--- config.mk ---
export PLATFORM = sky130hd
export DESIGN_NAME = base64url_stream_encoder
export DESIGN_NICKNAME = d
export VERILOG_FILES = /design/src/b64u_pkg.sv /design/src/b64u_front.sv /design/src/b64u_queue.sv /design/src/b64u_back.sv /design/src/base64url_stream_encoder.sv
export VERILOG_INCLUDE_DIRS = /design/src /design/src/src
export SDC_FILE = /design/constraint.sdc
export NUM_CORES = 1
export LEC_CHECK = 0
export ABC_AREA = 1
export BUFFER_PORTS_ARGS = -buffer_cell sky130_fd_sc_hd__buf_2
export CAP_MARGIN = 30
export CORE_MARGIN = 1.5
export CORE_UTILIZATION = 56
export CTS_CLUSTER_SIZE = 14
export DETAILED_ROUTE_END_ITERATION = 7
export GPL_TIMING_DRIVEN = 0
export PLACE_DENSITY = 0.83
export RECOVER_POWER = 100
export SLEW_MARGIN = 20
export SYNTH_ARGS = -nofsm -noshare
export SYNTH_HDL_FRONTEND = slang
export SYNTH_SLANG_ARGS = --single-unit
export TNS_END_PERCENT = 10
--- constraint.sdc ---
create_clock -name clk -period 3.5 [get_ports clk]
set_input_delay 0.35 -clock clk [delete_from_list [all_inputs] [get_ports clk]]
set_output_delay 0.35 -clock clk [all_outputs]
set_load 0.03 [all_outputs]
--- src/base64url_stream_encoder_assert.svh ---
// Assertion macros shared by the base64url stream encoder modules.
// Each macro expects signals clk and arst_n in the scope where it is used.
`ifndef BASE64URL_STREAM_ENCODER_ASSERT_SVH
`define BASE64URL_STREAM_ENCODER_ASSERT_SVH

// Same-cycle implication, disabled while reset is asserted.
`define B64U_ASSERT_IMP(lbl, ante, cons) \
	lbl: assert property (@(posedge clk) disable iff (!arst_n) (ante) |-> (cons)) \
		else $error("b64u assertion failed");

// Next-cycle implication, disabled while reset is asserted.
`define B64U_ASSERT_NXT(lbl, ante, cons) \
	lbl: assert property (@(posedge clk) disable iff (!arst_n) (ante) |=> (cons)) \
		else $error("b64u assertion failed");

`endif

--- src/b64u_pkg.sv ---
// Package for the base64url stream encoder: group command type, queue sizing,
// step codes and the URL-safe alphabet lookup. No dependencies.
package b64u_pkg;

	localparam int QDEPTH = 2;
	localparam int QAW    = $clog2(QDEPTH);
	localparam int QCW    = $clog2(QDEPTH + 1);

	localparam logic [6:0] CLOSING_CHAR = 7'h2F;

	// Back-end step codes: four characters, then the closing slash.
	localparam logic [2:0] STEP_C0    = 3'd0;
	localparam logic [2:0] STEP_C1    = 3'd1;
	localparam logic [2:0] STEP_C2    = 3'd2;
	localparam logic [2:0] STEP_C3    = 3'd3;
	localparam logic [2:0] STEP_SLASH = 3'd4;

	typedef struct packed {
		logic [23:0] group;
		logic        fin;
	} group_cmd_t;

	function automatic logic [6:0] b64u_char(input logic [5:0] idx);
		logic [6:0] ch;
		if (idx < 6'd26) begin
			ch = 7'h41 + {1'b0, idx};
		end else if (idx < 6'd52) begin
			ch = 7'h61 + {1'b0, idx - 6'd26};
		end else if (idx < 6'd62) begin
			ch = 7'h30 + {1'b0, idx - 6'd52};
		end else if (idx == 6'd62) begin
			ch = 7'h2D;
		end else begin
			ch = 7'h5F;
		end
		return ch;
	endfunction

endpackage

--- src/b64u_front.sv ---
// Front end of the base64url encoder: accepts bytes, gathers groups of three
// and pushes group commands into the queue. Uses b64u_pkg.
module b64u_front (
	input  logic                 clk,
	input  logic                 arst_n,
	input  logic                 s_tvalid,
	output logic                 s_tready,
	input  logic [7:0]           s_tdata,  // data_byte
	input  logic                 s_tlast,  // is_final
	input  logic                 q_full,
	output logic                 push,
	output b64u_pkg::group_cmd_t push_cmd
);

	logic [15:0] pending_q;
	logic [1:0]  count_q;
	logic        accept;

	assign s_tready = !q_full;
	assign accept   = s_tvalid && s_tready;
	assign push     = accept && (s_tlast || count_q >= 2'd2);

	always_comb begin
		case (count_q)
			2'd0:    push_cmd.group = {s_tdata, 16'h0000};
			2'd1:    push_cmd.group = {pending_q[15:8], s_tdata, 8'h00};
			default: push_cmd.group = {pending_q, s_tdata};
		endcase
		push_cmd.fin = s_tlast;
	end

	always_ff @(posedge clk or negedge arst_n) begin
		if (!arst_n) begin
			pending_q <= 16'h0000;
			count_q   <= 2'd0;
		end else if (accept) begin
			if (push) begin
				pending_q <= 16'h0000;
				count_q   <= 2'd0;
			end else if (count_q == 2'd0) begin
				pending_q <= {s_tdata, 8'h00};
				count_q   <= 2'd1;
			end else begin
				pending_q[7:0] <= s_tdata;
				count_q        <= 2'd2;
			end
		end
	end

endmodule

--- src/b64u_queue.sv ---
// Short queue of group commands between front and back end.
// Uses b64u_pkg and the assertion macro header.
`include "base64url_stream_encoder_assert.svh"
module b64u_queue (
	input  logic                 clk,
	input  logic                 arst_n,
	input  logic                 push,
	input  b64u_pkg::group_cmd_t push_cmd,
	input  logic                 pop,
	output b64u_pkg::group_cmd_t head,
	output logic                 full,
	output logic                 empty
);

	b64u_pkg::group_cmd_t        mem_q [b64u_pkg::QDEPTH];
	logic [b64u_pkg::QAW-1:0]    wr_ptr_q;
	logic [b64u_pkg::QAW-1:0]    rd_ptr_q;
	logic [b64u_pkg::QCW-1:0]    count_q;

	assign full  = (count_q == b64u_pkg::QCW'(b64u_pkg::QDEPTH));
	assign empty = (count_q == '0);
	assign head  = mem_q[rd_ptr_q];

	function automatic logic [b64u_pkg::QAW-1:0] next_ptr(input logic [b64u_pkg::QAW-1:0] p);
		return (p == b64u_pkg::QAW'(b64u_pkg::QDEPTH - 1)) ? '0 : p + 1'b1;
	endfunction

	always_ff @(posedge clk) begin
		if (push) begin
			mem_q[wr_ptr_q] <= push_cmd;
		end
	end

	always_ff @(posedge clk or negedge arst_n) begin
		if (!arst_n) begin
			wr_ptr_q <= '0;
			rd_ptr_q <= '0;
			count_q  <= '0;
		end else begin
			if (push) begin
				wr_ptr_q <= next_ptr(wr_ptr_q);
			end
			if (pop) begin
				rd_ptr_q <= next_ptr(rd_ptr_q);
			end
			case ({push, pop})
				2'b10:   count_q <= count_q + b64u_pkg::QCW'(1);
				2'b01:   count_q <= count_q - b64u_pkg::QCW'(1);
				default: count_q <= count_q;
			endcase
		end
	end

	`B64U_ASSERT_IMP(a_no_overflow, full, !push)
	`B64U_ASSERT_IMP(a_no_underflow, pop, !empty)
	`B64U_ASSERT_IMP(a_count_bound, 1'b1, count_q <= b64u_pkg::QCW'(b64u_pkg::QDEPTH))

endmodule

--- src/b64u_back.sv ---
// Back end of the base64url encoder: walks each group command one character per
// unstalled cycle into the output register. Uses b64u_pkg and the assertion header.
`include "base64url_stream_encoder_assert.svh"
module b64u_back (
	input  logic                 clk,
	input  logic                 arst_n,
	input  b64u_pkg::group_cmd_t head,
	input  logic                 empty,
	output logic                 pop,
	output logic                 m_tvalid,
	input  logic                 m_tready,
	output logic [7:0]           m_tdata,  // character, bit 7 zero
	output logic                 m_tlast,  // last_of_run
	output logic                 m_tuser   // end_of_message
);

	logic [2:0] step_q;
	logic       load;
	logic       last_step;
	logic [5:0] idx;
	logic [6:0] ch;
	logic       ch_last;
	logic       ch_eom;

	assign load      = !m_tvalid || m_tready;
	assign last_step = head.fin ? (step_q == b64u_pkg::STEP_SLASH)
	                            : (step_q == b64u_pkg::STEP_C3);
	assign pop       = load && !empty && last_step;

	always_comb begin
		idx     = head.group[5:0];
		ch_last = 1'b0;
		ch_eom  = 1'b0;
		case (step_q)
			b64u_pkg::STEP_C0: idx = head.group[23:18];
			b64u_pkg::STEP_C1: idx = head.group[17:12];
			b64u_pkg::STEP_C2: idx = head.group[11:6];
			b64u_pkg::STEP_C3: begin
				idx     = head.group[5:0];
				ch_last = !head.fin;
			end
			default: begin
				ch_last = 1'b1;
				ch_eom  = 1'b1;
			end
		endcase
		ch = (step_q == b64u_pkg::STEP_SLASH) ? b64u_pkg::CLOSING_CHAR : b64u_pkg::b64u_char(idx);
	end

	always_ff @(posedge clk or negedge arst_n) begin
		if (!arst_n) begin
			m_tvalid <= 1'b0;
			step_q   <= b64u_pkg::STEP_C0;
		end else if (load) begin
			m_tvalid <= !empty;
			if (!empty) begin
				step_q <= last_step ? b64u_pkg::STEP_C0 : step_q + 3'd1;
			end
		end
	end

	always_ff @(posedge clk) begin
		if (load && !empty) begin
			m_tdata <= {1'b0, ch};
			m_tlast <= ch_last;
			m_tuser <= ch_eom;
		end
	end

	`B64U_ASSERT_IMP(a_slash_only_final, step_q == b64u_pkg::STEP_SLASH, !empty && head.fin)
	`B64U_ASSERT_IMP(a_mid_group_has_cmd, step_q != b64u_pkg::STEP_C0, !empty)
	`B64U_ASSERT_IMP(a_eom_is_last, m_tvalid && m_tuser, m_tlast)

endmodule

--- src/base64url_stream_encoder.sv ---
// Top level of the base64url stream encoder (no padding, closing slash).
// Instantiates b64u_front, b64u_queue and b64u_back; uses b64u_pkg.
//
// Usage:
//   Input stream s_*: one message byte per request in s_tdata, s_tlast set on
//   the final byte of a message. Output stream m_*: one character per request,
//   ASCII in m_tdata[6:0], m_tlast on the last character caused by an input
//   byte, m_tuser on the closing '/' that ends a message.
//   Every third byte yields four characters; a final byte yields four
//   characters of its zero-filled group and then '/'. Other bytes yield none.
// Path: the group that a byte completes enters the queue on the edge that accepts
//   that byte; once the groups ahead of it are sent and m_tready frees the output
//   register, the next load puts its first character into the output register.
// Throughput: the back end sends one character per cycle unless m_tready stalls
//   it or the queue is empty; a message of n bytes yields 4*ceil(n/3)+1
//   characters, and the output register sets the sustained pace.
// Reset: arst_n clears the pending byte count, the queue and the output valid.
// Stall: while m_tready is low, the output register holds; the front keeps
//   taking bytes until the two-entry group queue fills, then drops s_tready.
module base64url_stream_encoder (
	input  logic       clk,
	input  logic       arst_n,
	input  logic       s_tvalid,
	output logic       s_tready,
	input  logic [7:0] s_tdata,   // [7:0] data_byte
	input  logic       s_tlast,   // is_final
	output logic       m_tvalid,
	input  logic       m_tready,
	output logic [7:0] m_tdata,   // [6:0] character, [7] zero
	output logic       m_tlast,   // last_of_run
	output logic       m_tuser    // end_of_message
);

	b64u_pkg::group_cmd_t push_cmd;
	b64u_pkg::group_cmd_t head;
	logic                 push;
	logic                 pop;
	logic                 q_full;
	logic                 q_empty;

	// Gather bytes into groups; push a command per complete or final group.
	b64u_front u_front (
		.clk      (clk),
		.arst_n   (arst_n),
		.s_tvalid (s_tvalid),
		.s_tready (s_tready),
		.s_tdata  (s_tdata),
		.s_tlast  (s_tlast),
		.q_full   (q_full),
		.push     (push),
		.push_cmd (push_cmd)
	);

	// Decouple byte intake from character output.
	b64u_queue u_queue (
		.clk      (clk),
		.arst_n   (arst_n),
		.push     (push),
		.push_cmd (push_cmd),
		.pop      (pop),
		.head     (head),
		.full     (q_full),
		.empty    (q_empty)
	);

	// Serialize each group into characters, one per cycle unless m_tready stalls.
	b64u_back u_back (
		.clk      (clk),
		.arst_n   (arst_n),
		.head     (head),
		.empty    (q_empty),
		.pop      (pop),
		.m_tvalid (m_tvalid),
		.m_tready (m_tready),
		.m_tdata  (m_tdata),
		.m_tlast  (m_tlast),
		.m_tuser  (m_tuser)
	);

endmodule
-- Word-level counts from Yosys, hierarchy flattened
Memory sizes are Yosys's and may differ from the RTL's.
Index checks and enable logic that the tools add are counted.
- RAM bits: 50
- input port bits: 13
- memories kept: 1
- logic and storage cells: 75
- output and inout bits: 12
- register bits: 35
- memory list (memory ; words ; bits a word ; read ports ; clocked after Yosys merged registers in ; wr ports ; RTL line ; RTL):
    u_queue.mem_q ; 2 ; 25 ; 1 ; 0 ; 1 ; b64u_queue.sv:15 ; b64u_pkg::group_cmd_t mem_q [b64u_pkg::QDEPTH];
- add/sub/neg operators: 10
- reduce and logical (&&, ||, !) cells: 19
- muxes and demuxes: 20
- $lt $le $gt $ge: 4
- bitwise logic cells: 1
- eq/ne operators: 9
- operators by type and width (operator ; count):
    $pmux 24 s2 ; 1
    $mux 7 ; 4
    $pmux 6 s3 ; 1
    $mux 16 ; 1
    $mux 8 ; 2
    $add 7x6->7 const A ; 2
    $lt 6x6->1 const B ; 2
    $add 6x6->7 const A ; 1
    $eq 3x2->1 const B ; 2
    $eq 6x6->1 const B ; 1
    $lt 6x5->1 const B ; 1
    $mux 1 ; 6
    $sub 6x5->6 const B ; 1
    $sub 6x6->6 const B ; 1
    $eq 2x1->1 const B ; 2
    $eq 2x2->1 const B ; 2
    $logic_and 1x1->1 ; 4
    $logic_not 1->1 ; 4
    $logic_not 2->1 ; 2
    $mux 2 ; 2
    $pmux 2 s2 ; 1
    $reduce_and 2->1 ; 2
    $reduce_bool 2->1 ; 2
    $reduce_or 4->1 ; 1
    other kinds (13) ; 15

-- Longest topological paths before layout
Gate-level depths: netlist of run 1.
- word-level depth: 7
- gate-level depth with buffers: 18
- depth with buffers taken out: 18

-- By module
A second synthesis of run 1 with hierarchy kept.
- cell total of the unflattened synthesis: 508
- area total of the unflattened synthesis: 4939.7 µm²
- modules (own cells, without submodules) (module ; cells each ; area an instance (µm²) ; times used ; sequential area each (µm²)):
    b64u_queue ; 155 ; 2204.6 ; 1 ; 1601.5
    b64u_back ; 198 ; 1601.5 ; 1 ; 370.4
    b64u_front ; 155 ; 1133.6 ; 1 ; 450.4

-- Worst setup path before layout of run 1
No wires, ideal clock.
- kind: register -> register
- from: register u_back.step_q[0]
- to: register u_back.m_tdata[5] (data pin)
- slack: 911 ps
- data arrival time: 2332 ps
- buffers on the path: 0
- library setup time: 257 ps
- required time: 3243 ps
- clock period less this slack: 2589 ps
- stages on the path, launching flop included: 16
- cell sequence: dfrtp_1 inv_1 ha_1 inv_1 nor2_1 nand2_1 nand2_1 o21bai_4 ha_1 xor2_1 ha_1 nand2_1 nand3_1 nand2_1 o21ai_1 nand2_1
- cells in the longest elaborated chain, start to end: 7
- elaborated cells between the ends (all ways): 18
- those cells by class: 5 x add/sub; 3 x order compare; 4 x eq/ne; 5 x mux; 1 x reduce/logical
- RTL lines (item ; RTL line ; RTL):
    start: declaration ; b64u_back.sv:17 ; logic [2:0] step_q;
    start signal: assignment ; b64u_back.sv:53 ; step_q <= b64u_pkg::STEP_C0;
    start signal: assignment ; b64u_back.sv:57 ; step_q <= last_step ? b64u_pkg::STEP_C0 : step_q + 3'd1;
    $eq 3x2->1 (tied with other cells) ; b64u_back.sv:34 ; case (step_q)
    $pmux 6 s3 ; b64u_back.sv:34 ;
    $sub 6x6->6 / $eq 6x6->1 (equally long branches) ; b64u_pkg.sv:30, b64u_pkg.sv:31 ;
    $add 6x6->7 / $mux 7 (equally long branches) ; b64u_pkg.sv:30, b64u_pkg.sv:31 ;
    $mux 7 ; b64u_pkg.sv:29 ; end else if (idx < 6'd62) begin
    $mux 7 ; b64u_pkg.sv:27 ; end else if (idx < 6'd52) begin
    $mux 7 ; b64u_pkg.sv:25 ; if (idx < 6'd26) begin
    end signal: assignment ; b64u_back.sv:64 ; m_tdata <= {1'b0, ch};
    end: declaration ; b64u_back.sv:12 ; output logic [7:0] m_tdata,
Parallel ways exist; a longest one is shown, timed or not.
A chain may end at the register's enable or synchronous reset.

-- Worst setup path in the final report of run 1
- from: register u_front.count_q[1]
- to: memory u_queue.mem_q[0][15] (netlist bit), enable pin
- cells in the longest elaborated chain, start to end: 5
- RTL lines (item ; RTL line ; RTL):
    start: declaration ; b64u_front.sv:16 ; logic [1:0] count_q;
    start signal: assignment ; b64u_front.sv:35 ; count_q <= 2'd0;
    start signal: assignment ; b64u_front.sv:39 ; count_q <= 2'd0;
    start signal: assignment ; b64u_front.sv:42 ; count_q <= 2'd1;
    $ge 2x2->1 ; b64u_front.sv:21 ; assign push = accept && (s_tlast || count_q >= 2'd2);
    $logic_or 1x1->1 ; b64u_front.sv:21 ;
    $logic_and 1x1->1 ; b64u_front.sv:21 ;
    $mux 1 ; b64u_queue.sv:29 ; if (push) begin
    $mux 1 (implied by the code) ; b64u_queue.sv:30 ; mem_q[wr_ptr_q] <= push_cmd;
    end: declaration ; b64u_queue.sv:15 ;
No other way between the ends.

==> results.json, run 1 <==
{
  "grt_pass1_vias": 3235,
  "drc": 0,
  "fmax_ghz": 0.3292,
  "critical_path_arrival_ps": 2980,
  "coreArea_mm2": 0.007727,
  "firstDrtPassIters": 5,
  "ant_nets": 0,
  "clock_skew_ps": 8.671,
  "cts_made_buffers": 9,
  "grt_antenna_before_repair": 0,
  "top_layer": "met4",
  "grt_usage_pct": 23.57,
  "hold_start": "m_tready",
  "synth_top_area_share_pct": 39.83,
  "post-cts-setup-buffers": 0,
  "root_buffer": "clkbuf_8",
  "status": "finished with violations",
  "cts.sinks": 85,
  "port_buffers": 23,
  "route.met3.wl_um": 314,
  "r2r_cells": 4,
  "cp_slowest_cell": "nor2_1",
  "synth_cell_types": 34,
  "num_antenna_cells": 0,
  "worstSkewPairLatency_ps": 350,
  "period_needed_ps": 3037,
  "num-nets-final": 526,
  "dieArea_mm2": 0.008486,
  "drt_wl_total_mm": 9.023,
  "wl_met2_mm": 4.658,
  "vias": 3211,
  "cts_max_path_buffers": 2,
  "tightest_slew_ps": 2117,
  "final_common_cell": "nand2_1",
  "syn-num-nets": 491,
  "setup_tns_ps": 0,
  "rsz0062_at_grt": "no",
  "grt_pass1_wl_mm": 15.35,
  "grt_max_degree": 27,
  "routed_via_density": 5.290,
  "yosysTopAreaCell": "edfxtp_1",
  "ys_ff_latch": 85,
  "slew_headroom_pct": -41.66,
  "startpoint": "u_front.count_q[1]",
  "reg2reg_to": "u_queue.mem_q[0][15]",
  "critPathTopFamily": "simple AND/OR/NAND/NOR gates",
  "m1WireLength_mm": 3.883,
  "clkTransAtPathRegs_ps": 90,
  "critPathRequiredTime_ps": 3440,
  "setup_violations": 0,
  "ios": 25,
  "cap_violations": 2,
  "worstPathMaxFanout": 25,
  "drv_slew": 52,
  "grt-ovfl-total": 0,
  "critPathLaunchType": "flop",
  "initial_utilization_pct": 57.56,
  "yosys_warnings": 0,
  "ys_seq_area_share_pct": 54.46,
  "h-tree-depth": 3,
  "drt-initial-drc-count": 154,
  "min_path_type": "in -> reg",
  "endpoint_kind": "flop",
  "dp_hpwl_mm": 6.453,
  "failed_checks": "max-capacitance violations, max-slew violations",
  "rrSetupSlack_ps": 460,
  "cp_num_buf_inv": 2,
  "worst-setup-path-type": "reg -> reg",
  "synth_area_leaders": "edfxtp_1, dfrtp_1, nand2_1",
  "layout_common_cells": "nand2_1, inv_1, edfxtp_1, nor2_1",
  "fin_crit_sh_pct": 86.79,
  "drive_gt1_share_pct": 14.06,
  "place_congestion": 0.8580,
  "rows": 32,
  "fill_cells": 611,
  "min_delay_path_depth": 2,
  "area_growth_pct": 9.620,
  "syn_inst": 465,
  "avgSynthCellArea_um2": 9.566,
  "min_to": "u_back.m_tvalid",
  "finalHoldViolations": 0,
  "worstReg2RegStart": "u_front.count_q[1]",
  "die-height_um": 92.12,
  "netlist_area_mm2": 0.004448,
  "die_x_um": 92.12,
  "wire_per_inst_um": 14.86,
  "cts_tree": "yes",
  "cp_slowest_stage_delay_ps": 1570,
  "path_cells": "clkinv_1 > a21oi_1 > inv_1 > nor2_1"
}
[through the flow]
step | std cells | hold slack [ps] | instance area, µm² | utilization, % | setup slack [ps]
2_1_floorplan | 465 | 54.41 | 4448 | - | 911.4
3_3_place_gp | 590 | 376.9 | 4691 | 60.70 | 508.3
3_5_place_dp | 590 | 384.0 | 4706 | 60.90 | 442.5
4_1_cts | 607 | 173.2 | 4932 | 63.83 | 418.5
5_1_grt | 607 | 195.7 | 4876 | 63.10 | 292.3
6_report | 607 | 180.1 | 4876 | 63.10 | 462.5
[cell families after synthesis]
| group | share of synthesized area, % |
|---|---|
| other | 0.08431 |
| xor gates and xnor gates | 2.166 |
| adders and majority gates | 3.657 |
| and+or+nand+nor | 21.94 |
| AOI/OAI and AO/OA | 8.945 |
| DFF | 54.46 |
| buffers and inverters | 8.748 |
[worst reg2reg max path, cell delays in order, from the launching register on]
cell and delay (ps):
dfrtp_1 360, clkinv_1 260, a21oi_1 290, inv_1 130, nor2_1 1570
[state kept, by name (all words and copies together), names as in the netlist]
name,count
u_queue.mem_q,50
u_back.m_tlast,1
u_back.m_tuser,1
u_front.pending_q,16
u_back.m_tdata,7
u_queue.wr_ptr_q,1
u_back.m_tvalid,1
u_front.count_q,2
u_queue.count_q,2
u_queue.rd_ptr_q,1
u_back.step_q,3
[worst max-delay path by stage]
stage          depth (start not counted)                    to
6_report                               4  u_queue.mem_q[0][15]
5_1_grt                                4  u_queue.mem_q[0][10]
4_1_cts                               15     u_back.m_tdata[5]
3_5_place_dp                          15     u_back.m_tdata[5]
3_3_place_gp                          15     u_back.m_tdata[5]
2_1_floorplan                         15     u_back.m_tdata[5]
[repair_timing]
item,4_1_cts,5_1_grt
gates resized for setup,0,0
hold buffers,1,0
hold endpoints to repair,1,0
[per-layer routing]
metal	GRT usage (%)	vias to the layer above
li1	-	1589
met3	3.980	19
met2	41.36	106
met5	0	-
met1	29.03	1497
met4	8.974	0
[synthesized netlist by cell type, drive strengths merged]
| library cell | n |
|---|---|
| nand2 | 122 |
| xnor2 | 2 |
| a21oi | 7 |
| clkbuf | 3 |
| xor2 | 9 |
| buf | 7 |
| ha | 13 |
| nand3 | 30 |
| o21bai | 3 |
| nor2 | 41 |
| edfxtp | 59 |
| nand4 | 3 |
| inv | 81 |
| o21ai | 28 |
| conb | 1 |
| clkinv | 1 |
| o22ai | 26 |
| dfrtp | 26 |
| o211ai | 2 |
| nor3 | 1 |
[layout make-up]
class	count	area [µm²]	area share [%]
Sequential cell	85	2422	49.68
Multi-Input combinational cell	288	1612	33.05
Inverter	82	310.3	6.364
Clock buffer	11	131.4	2.694
Tap cell	102	127.6	2.617
Timing Repair Buffer	24	108.9	2.232
Clock inverter	5	85.08	1.745
Buffer	10	78.83	1.617
Power of run 1 is left out: the tool's default activity adds up to more than one toggle a clock period on the data nets, which glitch-free logic cannot reach.
==> run 2: changes to the inputs <==
Settings changed: CTS_BUF_LIST set to sky130_fd_sc_hd__clkbuf_4, SLEW_MARGIN 20 to 25.
==> run 2 against run 1 <==
Net effect: the flow still finishes with violations (max-capacitance violations, max-slew violations); wire length is 1.8% lower; via count is 0.22% higher; sequential share of layout area rose by 0.50 points; largest cell class unchanged.
==> results.json, run 2 (same netlist as run 1, synthesis figures left out) <==
{
  "num_antenna_cells": 0,
  "grt_usage_pct": 23.05,
  "grt_pass1_vias": 3250,
  "top_layer": "met4",
  "fin_crit_sh_pct": 86.00,
  "drt-initial-drc-count": 129,
  "layout_common_cells": "nand2_1, inv_1, edfxtp_1, nor2_1",
  "cts_resized": 0,
  "period_needed_ps": 3010,
  "area_growth_pct": 8.523,
  "h-tree-depth": 3,
  "hold_buffers": 1,
  "port_buffers": 23,
  "setup_tns_ps": 0,
  "rsz0062_at_grt": "no",
  "fmax_ghz": 0.3322,
  "cp_slowest_stage_delay_ps": 460,
  "grt-ovfl-total": 0,
  "reg_top3": "u_queue.mem_q x50, u_front.pending_q x16, u_back.m_tdata x7",
  "grt_antenna_before_repair": 0,
  "regMostFlops": "u_queue.mem_q",
  "clkTransAtPathRegs_ps": 140,
  "drc": 0,
  "post-cts-setup-buffers": 0,
  "setup_violations": 0,
  "grt_max_degree": 27,
  "wl_met2_mm": 4.497,
  "m1WireLength_mm": 3.766,
  "path_cells": "inv_1 > ha_1 > inv_1 > nor2_1 > nand2_1 > nand2_1 > nor2_1 > nor2_8 > ha_1 > nand3_1 > nand2_2 > nand2_2 > nand2_1 > o21ai_0 > nor3_1 > nor2_1",
  "multi_input_area_mm2": 0.001612,
  "cts_made_buffers": 9,
  "drv_slew": 52,
  "coreArea_mm2": 0.007727,
  "route.met3.wl_um": 404,
  "die-height_um": 92.12,
  "clock_skew_ps": 16.71,
  "cts.sinks": 85,
  "dieArea_mm2": 0.008486,
  "endpoint_kind": "flop",
  "critPathLaunchType": "flop",
  "critical_path_arrival_ps": 3220,
  "failed_checks": "max-capacitance violations, max-slew violations",
  "critPathRequiredTime_ps": 3710,
  "place_congestion": 0.8580,
  "seq_area_mm2": 0.002422,
  "tightest_slew_ps": 2047,
  "slew_headroom_pct": -36.97,
  "firstDrtPassIters": 5,
  "cp_slowest_cell": "dfrtp_1",
  "drt_wl_total_mm": 8.863,
  "drive_gt1_share_pct": 14.46,
  "setup_ws_ps": 490.0,
  "cts_max_path_buffers": 2,
  "finalHoldViolations": 0,
  "min_path_type": "in -> reg",
  "worstSkewPairLatency_ps": 440,
  "cap_violations": 2,
  "fill_cells": 611,
  "num-nets-final": 526,
  "root_buffer": "clkbuf_4",
  "final_area_mm2": 0.004827,
  "final_common_cell": "nand2_1",
  "dpl_cell_area_mm2": 0.004706,
  "rows": 32,
  "worstPathMaxFanout": 6,
  "cts_tree": "yes",
  "initial_utilization_pct": 57.56,
  "place_ws_ps": 442.5,
  "largest_reg_flops": 50,
  "die_x_um": 92.12,
  "dp_hpwl_mm": 6.453,
  "ios": 25,
  "vias": 3218,
  "routed_via_density": 5.301,
  "worst-setup-path-type": "reg -> reg",
  "grt_pass1_wl_mm": 15.05,
  "ant_nets": 0,
  "wire_per_inst_um": 14.60,
  "status": "finished with violations"
}
## run 2: area by class of cell
cell class	instances	share of cell area, %
clock buffers	11	1.711
multi-input cells	288	33.39
flip-flops and latches	85	50.18
clock inverters	5	1.763
inverters	82	6.428
well taps	102	2.644
plain buffers	10	1.633
repair buffers	24	2.255
## run 2: worst paths after layout
path                       depth (start not counted)                   end        startpoint  slack, ps
setup reg to reg                                  16     u_back.m_tdata[6]  u_back.step_q[0]        490
min in group asynchronous                          2      u_queue.wr_ptr_q            arst_n        760
hold / removal                                     2       u_back.m_tvalid          m_tready         80
max in group asynchronous                          2  u_front.pending_q[1]            arst_n       1880
hold reg to reg                                    1      u_queue.wr_ptr_q  u_queue.wr_ptr_q        510
setup / recovery                                  16     u_back.m_tdata[6]  u_back.step_q[0]        490
## run 2: per-layer routing
metal / vias up / track usage [%]
met4: 0 / 9.744
met3: 21 / 4.146
met1: 1497 / 28.18
li1: 1585 / -
met5: - / 0
met2: 115 / 40.06
## run 2: critical path, delay by kind of cell (launching register included)
| kind | cells | cell delay, ps |
|---|---|---|
| flops | 1 | 460 |
| buf+inv | 2 | 150 |
| simple gates | 11 | 1690 |
| fa+ha+maj | 2 | 360 |
| compound gates | 1 | 120 |
## run 2: stage by stage
step                std cells  util [%]  hold WS, ps
detailed placement        590     60.90        384.0
finish                    607     62.47        79.72
CTS                       607     63.20        70.75
global placement          590     60.70        376.9
global route              607     62.47        92.71
floorplan                 465         -        54.41
Power of run 2 is left out for the same reason.
